### src/rtl/utf8v_pkg.sv
`timescale 1ns / 1ps
// ----------------------------------------------------------------------------
// UTF-8 validator package
// Shared widths, status codes and the byte classification record.
// ----------------------------------------------------------------------------
package utf8v_pkg;

    // Width of the saturating byte counter.
    localparam int COUNT_WIDTH = 21;
    // Width of the length limit register.
    localparam int LEN_WIDTH   = 21;
    // Common width for comparing the count against the limit.
    localparam int CMP_WIDTH   = (COUNT_WIDTH > LEN_WIDTH) ? COUNT_WIDTH : LEN_WIDTH;
    // Reset value of the length limit.
    localparam logic [LEN_WIDTH-1:0] LEN_RESET = LEN_WIDTH'(1048576);

    // Depth of the queue between the classifier and the checker.
    localparam int QDEPTH   = 4;
    localparam int QPTR_W   = $clog2(QDEPTH);
    localparam int QCOUNT_W = $clog2(QDEPTH + 1);

    // Result status codes.
    typedef enum logic [1:0] {
        ST_VALID    = 2'd0,
        ST_TOO_LONG = 2'd1,
        ST_NUL      = 2'd2,
        ST_BAD_UTF8 = 2'd3
    } t_status;

    // Allowed range of the next continuation byte.
    typedef enum logic [2:0] {
        RC_PLAIN = 3'd0,   // 80..BF
        RC_E0    = 3'd1,   // A0..BF
        RC_ED    = 3'd2,   // 80..9F
        RC_F0    = 3'd3,   // 90..BF
        RC_F4    = 3'd4    // 80..8F
    } t_range;

    // One classified input byte.
    typedef struct packed {
        logic       is_last;
        logic       is_nul;
        logic [1:0] lead_pend;    // continuations that follow if taken as lead
        t_range     lead_range;   // range class set up if taken as lead
        logic       lead_bad;     // byte is not a legal lead byte
        logic [4:0] cont_ok;      // byte fits each continuation range class
    } t_class;

endpackage

### src/rtl/utf8_text_field_validator.sv
`timescale 1ns / 1ps
// ----------------------------------------------------------------------------
// UTF-8 text field validator
// Strict UTF-8, NUL and length check of a byte stream, one status per text.
// ----------------------------------------------------------------------------
// Throughput: one byte per clock unless a final byte waits for an occupied
// result slot; the final byte's status is registered there as it leaves the queue.
// A four-entry queue between classifier and checker absorbs output stalls.
// Reset (synchronous, active low) empties the queue and result slot, clears
// the per-text state and loads the length limit with 1048576.
// ----------------------------------------------------------------------------
module utf8_text_field_validator
    import utf8v_pkg::*;
(
    input  logic                 i_clk,
    input  logic                 i_rst_n,
    input  logic                 push,
    output logic                 full,
    input  logic [7:0]           i_text_byte,
    input  logic                 i_is_last,
    output logic                 empty,
    input  logic                 pop,
    output logic [1:0]           o_status,
    input  logic                 i_cfg_we,
    input  logic [LEN_WIDTH-1:0] i_cfg_wdata
);

    t_class              front_class;
    t_class              q_data;
    logic                q_empty;
    logic                q_rd;
    logic [QCOUNT_W-1:0] q_count;

    // Byte classification.
    utf8v_front u_front (
        .i_text_byte (i_text_byte),
        .i_is_last   (i_is_last),
        .o_class     (front_class)
    );

    // Decoupling queue.
    utf8v_queue u_queue (
        .i_clk   (i_clk),
        .i_rst_n (i_rst_n),
        .i_wr    (push),
        .i_wdata (front_class),
        .o_full  (full),
        .i_rd    (q_rd),
        .o_rdata (q_data),
        .o_empty (q_empty),
        .o_count (q_count)
    );

    // Decoder, counters and result slot.
    utf8v_back u_back (
        .i_clk       (i_clk),
        .i_rst_n     (i_rst_n),
        .i_cfg_we    (i_cfg_we),
        .i_cfg_wdata (i_cfg_wdata),
        .i_q_empty   (q_empty),
        .i_q_data    (q_data),
        .o_q_rd      (q_rd),
        .o_empty     (empty),
        .i_pop       (pop),
        .o_status    (o_status)
    );

    // The queue never holds more than its depth.
    a_q_bound: assert property (@(posedge i_clk) disable iff (!i_rst_n)
        q_count <= QCOUNT_W'(QDEPTH))
        else $error("byte queue overfilled");

    // The checker never takes a byte from an empty queue.
    a_no_underflow: assert property (@(posedge i_clk) disable iff (!i_rst_n)
        (q_count == '0) |-> !q_rd)
        else $error("byte taken from empty queue");

    // After reset both sides are idle.
    a_reset_idle: assert property (@(posedge i_clk) !i_rst_n |=> (empty && !full))
        else $error("not idle after reset");

endmodule

### src/rtl/utf8v_front.sv
`timescale 1ns / 1ps
// ----------------------------------------------------------------------------
// UTF-8 validator front end
// Classifies each raw byte both as a lead byte and as a continuation byte.
// ----------------------------------------------------------------------------
module utf8v_front
    import utf8v_pkg::*;
(
    input  logic [7:0] i_text_byte,
    input  logic       i_is_last,
    output t_class     o_class
);

    logic [1:0] lead_pend;
    t_range     lead_range;
    logic       lead_bad;

    // Lead byte decode: sequence length and special second-byte range.
    always_comb begin
        lead_pend  = 2'd0;
        lead_range = RC_PLAIN;
        lead_bad   = 1'b0;
        if (i_text_byte <= 8'h7F) begin
            lead_pend = 2'd0;
        end else if (i_text_byte >= 8'hC2 && i_text_byte <= 8'hDF) begin
            lead_pend = 2'd1;
        end else if (i_text_byte == 8'hE0) begin
            lead_pend  = 2'd2;
            lead_range = RC_E0;
        end else if (i_text_byte == 8'hED) begin
            lead_pend  = 2'd2;
            lead_range = RC_ED;
        end else if (i_text_byte >= 8'hE1 && i_text_byte <= 8'hEF) begin
            lead_pend = 2'd2;
        end else if (i_text_byte == 8'hF0) begin
            lead_pend  = 2'd3;
            lead_range = RC_F0;
        end else if (i_text_byte == 8'hF4) begin
            lead_pend  = 2'd3;
            lead_range = RC_F4;
        end else if (i_text_byte >= 8'hF1 && i_text_byte <= 8'hF3) begin
            lead_pend = 2'd3;
        end else begin
            lead_bad = 1'b1;
        end
    end

    // Continuation checks against every range class at once.
    always_comb begin
        o_class.is_last    = i_is_last;
        o_class.is_nul     = (i_text_byte == 8'h00);
        o_class.lead_pend  = lead_pend;
        o_class.lead_range = lead_range;
        o_class.lead_bad   = lead_bad;
        o_class.cont_ok[0] = (i_text_byte >= 8'h80) && (i_text_byte <= 8'hBF);
        o_class.cont_ok[1] = (i_text_byte >= 8'hA0) && (i_text_byte <= 8'hBF);
        o_class.cont_ok[2] = (i_text_byte >= 8'h80) && (i_text_byte <= 8'h9F);
        o_class.cont_ok[3] = (i_text_byte >= 8'h90) && (i_text_byte <= 8'hBF);
        o_class.cont_ok[4] = (i_text_byte >= 8'h80) && (i_text_byte <= 8'h8F);
    end

endmodule

### src/rtl/utf8v_queue.sv
`timescale 1ns / 1ps
// ----------------------------------------------------------------------------
// UTF-8 validator byte queue
// Short first-in first-out buffer of classified bytes between front and back.
// ----------------------------------------------------------------------------
module utf8v_queue
    import utf8v_pkg::*;
(
    input  logic                i_clk,
    input  logic                i_rst_n,
    input  logic                i_wr,
    input  t_class              i_wdata,
    output logic                o_full,
    input  logic                i_rd,
    output t_class              o_rdata,
    output logic                o_empty,
    output logic [QCOUNT_W-1:0] o_count
);

    t_class              r_mem [QDEPTH];
    logic [QPTR_W-1:0]   r_wptr, n_wptr;
    logic [QPTR_W-1:0]   r_rptr, n_rptr;
    logic [QCOUNT_W-1:0] r_count, n_count;
    logic                do_wr, do_rd;

    assign o_full  = (r_count == QCOUNT_W'(QDEPTH));
    assign o_empty = (r_count == '0);
    assign o_count = r_count;
    assign o_rdata = r_mem[r_rptr];

    assign do_wr = i_wr && !o_full;
    assign do_rd = i_rd && !o_empty;

    // Pointer and fill count update.
    always_comb begin
        n_wptr  = do_wr ? QPTR_W'(r_wptr + 1'b1) : r_wptr;
        n_rptr  = do_rd ? QPTR_W'(r_rptr + 1'b1) : r_rptr;
        n_count = r_count;
        if (do_wr && !do_rd) begin
            n_count = QCOUNT_W'(r_count + 1'b1);
        end else if (do_rd && !do_wr) begin
            n_count = QCOUNT_W'(r_count - 1'b1);
        end
    end

    always_ff @(posedge i_clk) begin
        if (!i_rst_n) begin
            r_wptr  <= '0;
            r_rptr  <= '0;
            r_count <= '0;
        end else begin
            r_wptr  <= n_wptr;
            r_rptr  <= n_rptr;
            r_count <= n_count;
        end
    end

    // Entry storage; no reset needed.
    always_ff @(posedge i_clk) begin
        if (do_wr) begin
            r_mem[r_wptr] <= i_wdata;
        end
    end

endmodule

### src/rtl/utf8v_back.sv
`timescale 1ns / 1ps
// ----------------------------------------------------------------------------
// UTF-8 validator back end
// Runs the sequence decoder, NUL flag and length counter, and holds the result.
// ----------------------------------------------------------------------------
module utf8v_back
    import utf8v_pkg::*;
(
    input  logic                 i_clk,
    input  logic                 i_rst_n,
    input  logic                 i_cfg_we,
    input  logic [LEN_WIDTH-1:0] i_cfg_wdata,
    input  logic                 i_q_empty,
    input  t_class               i_q_data,
    output logic                 o_q_rd,
    output logic                 o_empty,
    input  logic                 i_pop,
    output logic [1:0]           o_status
);

    logic [LEN_WIDTH-1:0]   r_max_len;
    logic [1:0]             r_pend, n_pend;
    t_range                 r_range, n_range;
    logic                   r_bad, n_bad;
    logic                   r_nul, n_nul;
    logic [COUNT_WIDTH-1:0] r_count, n_count;
    logic                   r_out_valid, n_out_valid;
    t_status                r_status, n_status;
    logic                   cont_ok;
    logic                   bad_final;
    logic                   too_long;

    // Take a byte unless it is final and the result slot stays occupied.
    assign o_q_rd = !i_q_empty && (!i_q_data.is_last || !r_out_valid || i_pop);

    // Continuation check for the current range class.
    always_comb begin
        case (r_range)
            RC_E0:   cont_ok = i_q_data.cont_ok[1];
            RC_ED:   cont_ok = i_q_data.cont_ok[2];
            RC_F0:   cont_ok = i_q_data.cont_ok[3];
            RC_F4:   cont_ok = i_q_data.cont_ok[4];
            default: cont_ok = i_q_data.cont_ok[0];
        endcase
    end

    // Per-text state update for one byte.
    always_comb begin
        n_count = r_count;
        if ((CMP_WIDTH'(r_count) <= CMP_WIDTH'(r_max_len)) && (r_count != '1)) begin
            n_count = COUNT_WIDTH'(r_count + 1'b1);
        end
        n_nul = r_nul | i_q_data.is_nul;
        n_bad = r_bad;
        if (r_pend != 2'd0) begin
            n_range = RC_PLAIN;
            if (cont_ok) begin
                n_pend = 2'(r_pend - 1'b1);
            end else begin
                n_pend = 2'd0;
                n_bad  = 1'b1;
            end
        end else begin
            n_pend  = i_q_data.lead_pend;
            n_range = i_q_data.lead_range;
            n_bad   = r_bad | i_q_data.lead_bad;
        end
    end

    // Final byte verdict in priority order.
    always_comb begin
        bad_final = n_bad || (n_pend != 2'd0);
        too_long  = CMP_WIDTH'(n_count) > CMP_WIDTH'(r_max_len);
        if (too_long) begin
            n_status = ST_TOO_LONG;
        end else if (n_nul) begin
            n_status = ST_NUL;
        end else if (bad_final) begin
            n_status = ST_BAD_UTF8;
        end else begin
            n_status = ST_VALID;
        end
    end

    // Result slot occupancy.
    always_comb begin
        n_out_valid = r_out_valid;
        if (o_q_rd && i_q_data.is_last) begin
            n_out_valid = 1'b1;
        end else if (i_pop) begin
            n_out_valid = 1'b0;
        end
    end

    // Control state; per-text state is cleared at reset and after each final byte.
    always_ff @(posedge i_clk) begin
        if (!i_rst_n) begin
            r_max_len   <= LEN_RESET;
            r_pend      <= 2'd0;
            r_range     <= RC_PLAIN;
            r_bad       <= 1'b0;
            r_nul       <= 1'b0;
            r_count     <= '0;
            r_out_valid <= 1'b0;
        end else begin
            if (i_cfg_we) begin
                r_max_len <= i_cfg_wdata;
            end
            r_out_valid <= n_out_valid;
            if (o_q_rd) begin
                if (i_q_data.is_last) begin
                    r_pend  <= 2'd0;
                    r_range <= RC_PLAIN;
                    r_bad   <= 1'b0;
                    r_nul   <= 1'b0;
                    r_count <= '0;
                end else begin
                    r_pend  <= n_pend;
                    r_range <= n_range;
                    r_bad   <= n_bad;
                    r_nul   <= n_nul;
                    r_count <= n_count;
                end
            end
        end
    end

    // Result payload register.
    always_ff @(posedge i_clk) begin
        if (o_q_rd && i_q_data.is_last) begin
            r_status <= n_status;
        end
    end

    assign o_empty  = !r_out_valid;
    assign o_status = r_status;

endmodule
### config.mk
export PLATFORM = sky130hd
export DESIGN_NAME = utf8_text_field_validator
export DESIGN_NICKNAME = d
export VERILOG_FILES = /design/src/rtl/utf8v_pkg.sv /design/src/rtl/utf8_text_field_validator.sv /design/src/rtl/utf8v_front.sv /design/src/rtl/utf8v_queue.sv /design/src/rtl/utf8v_back.sv
export SDC_FILE = /design/constraint.sdc
export NUM_CORES = 1
export LEC_CHECK = 0
export BUFFER_PORTS_ARGS = -buffer_cell sky130_fd_sc_hd__buf_4
export CAP_MARGIN = 5
export CORE_MARGIN = 5
export CORE_UTILIZATION = 29
export CTS_CLUSTER_SIZE = 14
export DETAILED_ROUTE_END_ITERATION = 12
export GPL_TIMING_DRIVEN = 0
export PLACE_DENSITY = 0.57
export SYNTH_ARGS = -nofsm -noshare
export SYNTH_HDL_FRONTEND = slang
export SYNTH_HIERARCHICAL = 1
export SYNTH_SLANG_ARGS = --single-unit
export TNS_END_PERCENT = 100
### constraint.sdc
create_clock -name i_clk -period 3.5 [get_ports i_clk]
set_input_delay 0.7 -clock i_clk [delete_from_list [all_inputs] [get_ports i_clk]]
set_output_delay 0.7 -clock i_clk [all_outputs]
set_load 0.03 [all_outputs]
==> impl_metrics.tcl <==
set metrics [dict create \
    outcome "finished with violations" \
    failed_checks "setup timing" \
    first_global_vias 4566 \
    pwr-share-comb_pct 26.0 \
    post_drt_via_cell_ratio 4.861 \
    fill_cells 2126 \
    routed_wire_length_per_instance_um 15.50 \
    synth_edf_count 54 \
    synthesis.area_per_instance_um2 10.87 \
    cp_max_fo 7 \
    placement.setup.worst_slack_ps -773.4 \
    category_of_the_worst_setup_path_capture_point "register" \
    die_area_um2 24830 \
    ctsHoldBuffers 0 \
    worst_pin_slew_ps 792.3 \
    power.internal_mw 3.168 \
    register_area_um2 2838 \
    diodes 0 \
    cp_cell_sequence "inv_1 > ha_4 > and4_4 > and3_1 > o211ai_2 > o211ai_4 > a21oi_4 > buf_6 > nand2_2 > xnor2_1 > ha_1 > nand4_1 > or2_4 > nor4_4 > nor2_1 > o31ai_2 > buf_4 > o311ai_1" \
    p_clk_share_pct 37.8 \
    synthTopCellsByArea "sky130_fd_sc_hd__edfxtp_1 (26%), sky130_fd_sc_hd__dfxtp_1 (19%), sky130_fd_sc_hd__ha_1 (9.7%)" \
    maximum_number_of_pins_on_one_net_before_global_route_repair 17 \
    final_nets 736 \
    die_height_um 157.6 \
    coreArea_um2 21620 \
    clk_transition_reported_paths_ps 50 \
    critical-path-slowest-cell "sky130_fd_sc_hd__nor4_4" \
    area.growth.synth_to_final_pct 27.40 \
    detail_route.first_pass.iterations 5 \
    detail_route.drc_violations 0 \
    via_count 4589 \
    p_switching_mw 1.436 \
    power-per-cell-area_nw_per_um2 572.2 \
    detailed_place_hpwl_um 10530 \
    timing.final.crit_period_ps 3782 \
    antenna_found_initial 0 \
    cts.sink_count 113 \
    yosysWarnings 6 \
    footprint_of_the_multi_input_gates_um2 3633 \
    synthesis.nets 666 \
    signal_arrival_time_at_the_worst_endpoint_ps 3920 \
    row_count 54 \
    worst-endpoint-required_ps 3640 \
    grt_setup_unrepaired "yes" \
    synth_ff_type "sky130_fd_sc_hd__dfxtp_1" \
    synth_cell_type_count 75 \
    achievable-frequency_mhz 264.4 \
    final_area_um2 8046 \
    synth_most_common_cell "sky130_fd_sc_hd__dfxtp_1" \
    synthCells 581 \
    die_width_um 157.6 \
    io_pins 39 \
    fin_util_pct 37.22 \
    htreeDepth 4 \
    setup_viol_count_final 2 \
    drt_wl_total_um 14630 \
    critical_path_class "register to register" \
    p_seq_share_pct 36.2 \
    vdd_drop_max_v 0.0002823 \
    max-slew-margin-rel_pct 47.18 \
    post_route_cells_drive_above_1_share_pct 29.07 \
    gr-usage-all-layers_pct 12.21 \
    postLayoutSetupSlackWorst_ps -282.3 \
    synth.top_cell.area_share_pct 25.67 \
    timing.final.max_slew_violations 0 \
    power.leakage_nw 3.096 \
    start_util_pct 29.21 \
    yosys.area.top_type "sky130_fd_sc_hd__edfxtp_1" \
    final.setup_skew_ps 11.42 \
    synthTopCellsByCount "sky130_fd_sc_hd__dfxtp_1 (59), sky130_fd_sc_hd__edfxtp_1 (54), sky130_fd_sc_hd__ha_1 (49)" \
    synth-seq-cells 113 \
    async_reset_ff_share_pct 0 \
    cts_tree "done" \
    cpPeakStageDelay_ps 350 \
    cts_made_buffers 17 \
    worstHoldPathType "register to register" \
    clock_tree.root_cell "sky130_fd_sc_hd__clkbuf_16" \
    power.switching_fraction_pct 31.19 \
    syn-cell-area_um2 6316 \
    cts_buffer_depth 2 \
    port_buffers 36 \
    timing.max_cap.violations 0 \
    finalHoldWorstSlack_ps 476.4 \
    min_period_over_period_pct 108.1 \
    grt_pass1_wl_um 23580 \
    clock_latency_ps 420 \
    detail-route-antenna-nets 0 \
    globalplace.congestion 0.7609 \
    grt-ovfl-total 0 \
    drc_marker_count_from_the_first_detailed_route_iteration 212 \
    post_dp_cell_area_um2 6978 \
    category_of_the_worst_setup_path_launch_point "register" \
    synth-seq-area-share_pct 44.37 \
    report.final.hold_viol_count 0 \
]
[final timing paths]
check	slack, ps	start	endpoint	cells after the start
setup reg to reg	-280	u_back/r_max_len[14]	u_back/o_status[0]	18
hold / removal	480	u_back/r_bad	u_back/r_bad	2
setup / recovery	-280	u_back/r_max_len[14]	u_back/o_status[0]	18
hold reg to reg	480	u_back/r_bad	u_back/r_bad	2
[layer usage]
layer / vias up / track usage [%] / routed length, um
met5: - / 0 / 0
met1: 2212 / 16.02 / 6628
li1: 2292 / - / -
met2: 72 / 19.97 / 7254
met3: 13 / 2.980 / 574
met4: 0 / 3.810 / 172
[critical path: cells and delay by family, from the launching register on]
family / cells / cell delay, ps
simple gates: 7 / 1350
compound gates: 5 / 740
fa+ha+maj: 2 / 520
buf+inv: 3 / 470
flops: 1 / 300
xor+xnor: 1 / 130
[flip-flops by register name (all words and copies together), names as in the netlist, named ones only]
name / flops
u_queue/r_mem: 52
u_back/r_count: 21
u_back/r_max_len: 21
u_back/r_range: 3
u_queue/o_count: 3
u_back/o_status: 2
u_back/r_pend: 2
u_queue/r_rptr: 2
u_queue/r_wptr: 2
u_back/r_bad: 1
u_back/r_nul: 1
u_back/r_out_valid: 1
[final cells by class]
cell class                 count  area share [%]
inverter                      32           1.493
clock inverter                13           1.928
buffer                        21           1.399
tap                          280           4.354
multi-input combinational    414           45.16
sequential                   113           35.27
clock buffer                  19           5.505
timing repair buffer          52           4.898
[cells in the final DEF (no fill, tap or decap), drive strengths merged, types with 5 or more instances in the layout]
cell type / netlist / layout
nand3: 21 / 21
nand4: 9 / 9
mux4: 14 / 14
or4: 8 / 8
o21ai: 15 / 15
nor2b: 29 / 29
a21o: 7 / 7
and4: 6 / 6
and2: 15 / 15
xnor2: 14 / 14
buf: 10 / 62
nor2: 32 / 32
inv: 31 / 35
clkbuf: 12 / 30
a31oi: 8 / 8
a21boi: 8 / 8
clkinv: 1 / 5
edfxtp: 54 / 54
o211ai: 9 / 9
ha: 49 / 49
and3: 10 / 10
nand2: 50 / 50
a21oi: 20 / 20
nand2b: 6 / 6
xor2: 9 / 9
nor3: 6 / 6
mux2i: 23 / 23
o21a: 7 / 7
dfxtp: 59 / 59
[power groups by stage]
stage | clock network, mW | registers (mW) | logic (mW)
2_1_floorplan | 0 | 1.68 | 0.829
3_3_place_gp | 0 | 1.69 | 1.14
3_5_place_dp | 0 | 1.70 | 1.15
4_1_cts | 1.77 | 1.67 | 1.19
5_1_grt | 1.84 | 1.69 | 1.34
6_report | 1.74 | 1.67 | 1.20
[what timing repair did]
item                                    in CTS  in global routing
endpoints found under the setup margin       2                  2
pin swaps                                   18                 20
resized for setup                           42                 37
setup buffers                               13                  3
[stage by stage]
stage / setup TNS, ps / cells / total power, mW
after global routing: -830.2 / 944 / 4.870
after floorplan: 0 / 581 / 2.511
final: -521.3 / 944 / 4.604
after CTS: -452.4 / 941 / 4.637
after global placement: -1439 / 897 / 2.830
after detailed placement: -1459 / 897 / 2.844
[cells by family after synthesis]
kind of cell             Yosys count  synth area share, %
AO/OA/AOI/OAI                     97                11.09
multiplexers                      38                8.815
buffers and inverters             54                3.645
XOR/XNOR                          23                3.189
flip-flops                       113                44.37
AND/OR/NAND/NOR                  206                18.86
adder cells (fa/ha/maj)           50                10.02
(Power assumes the default switching activity.)
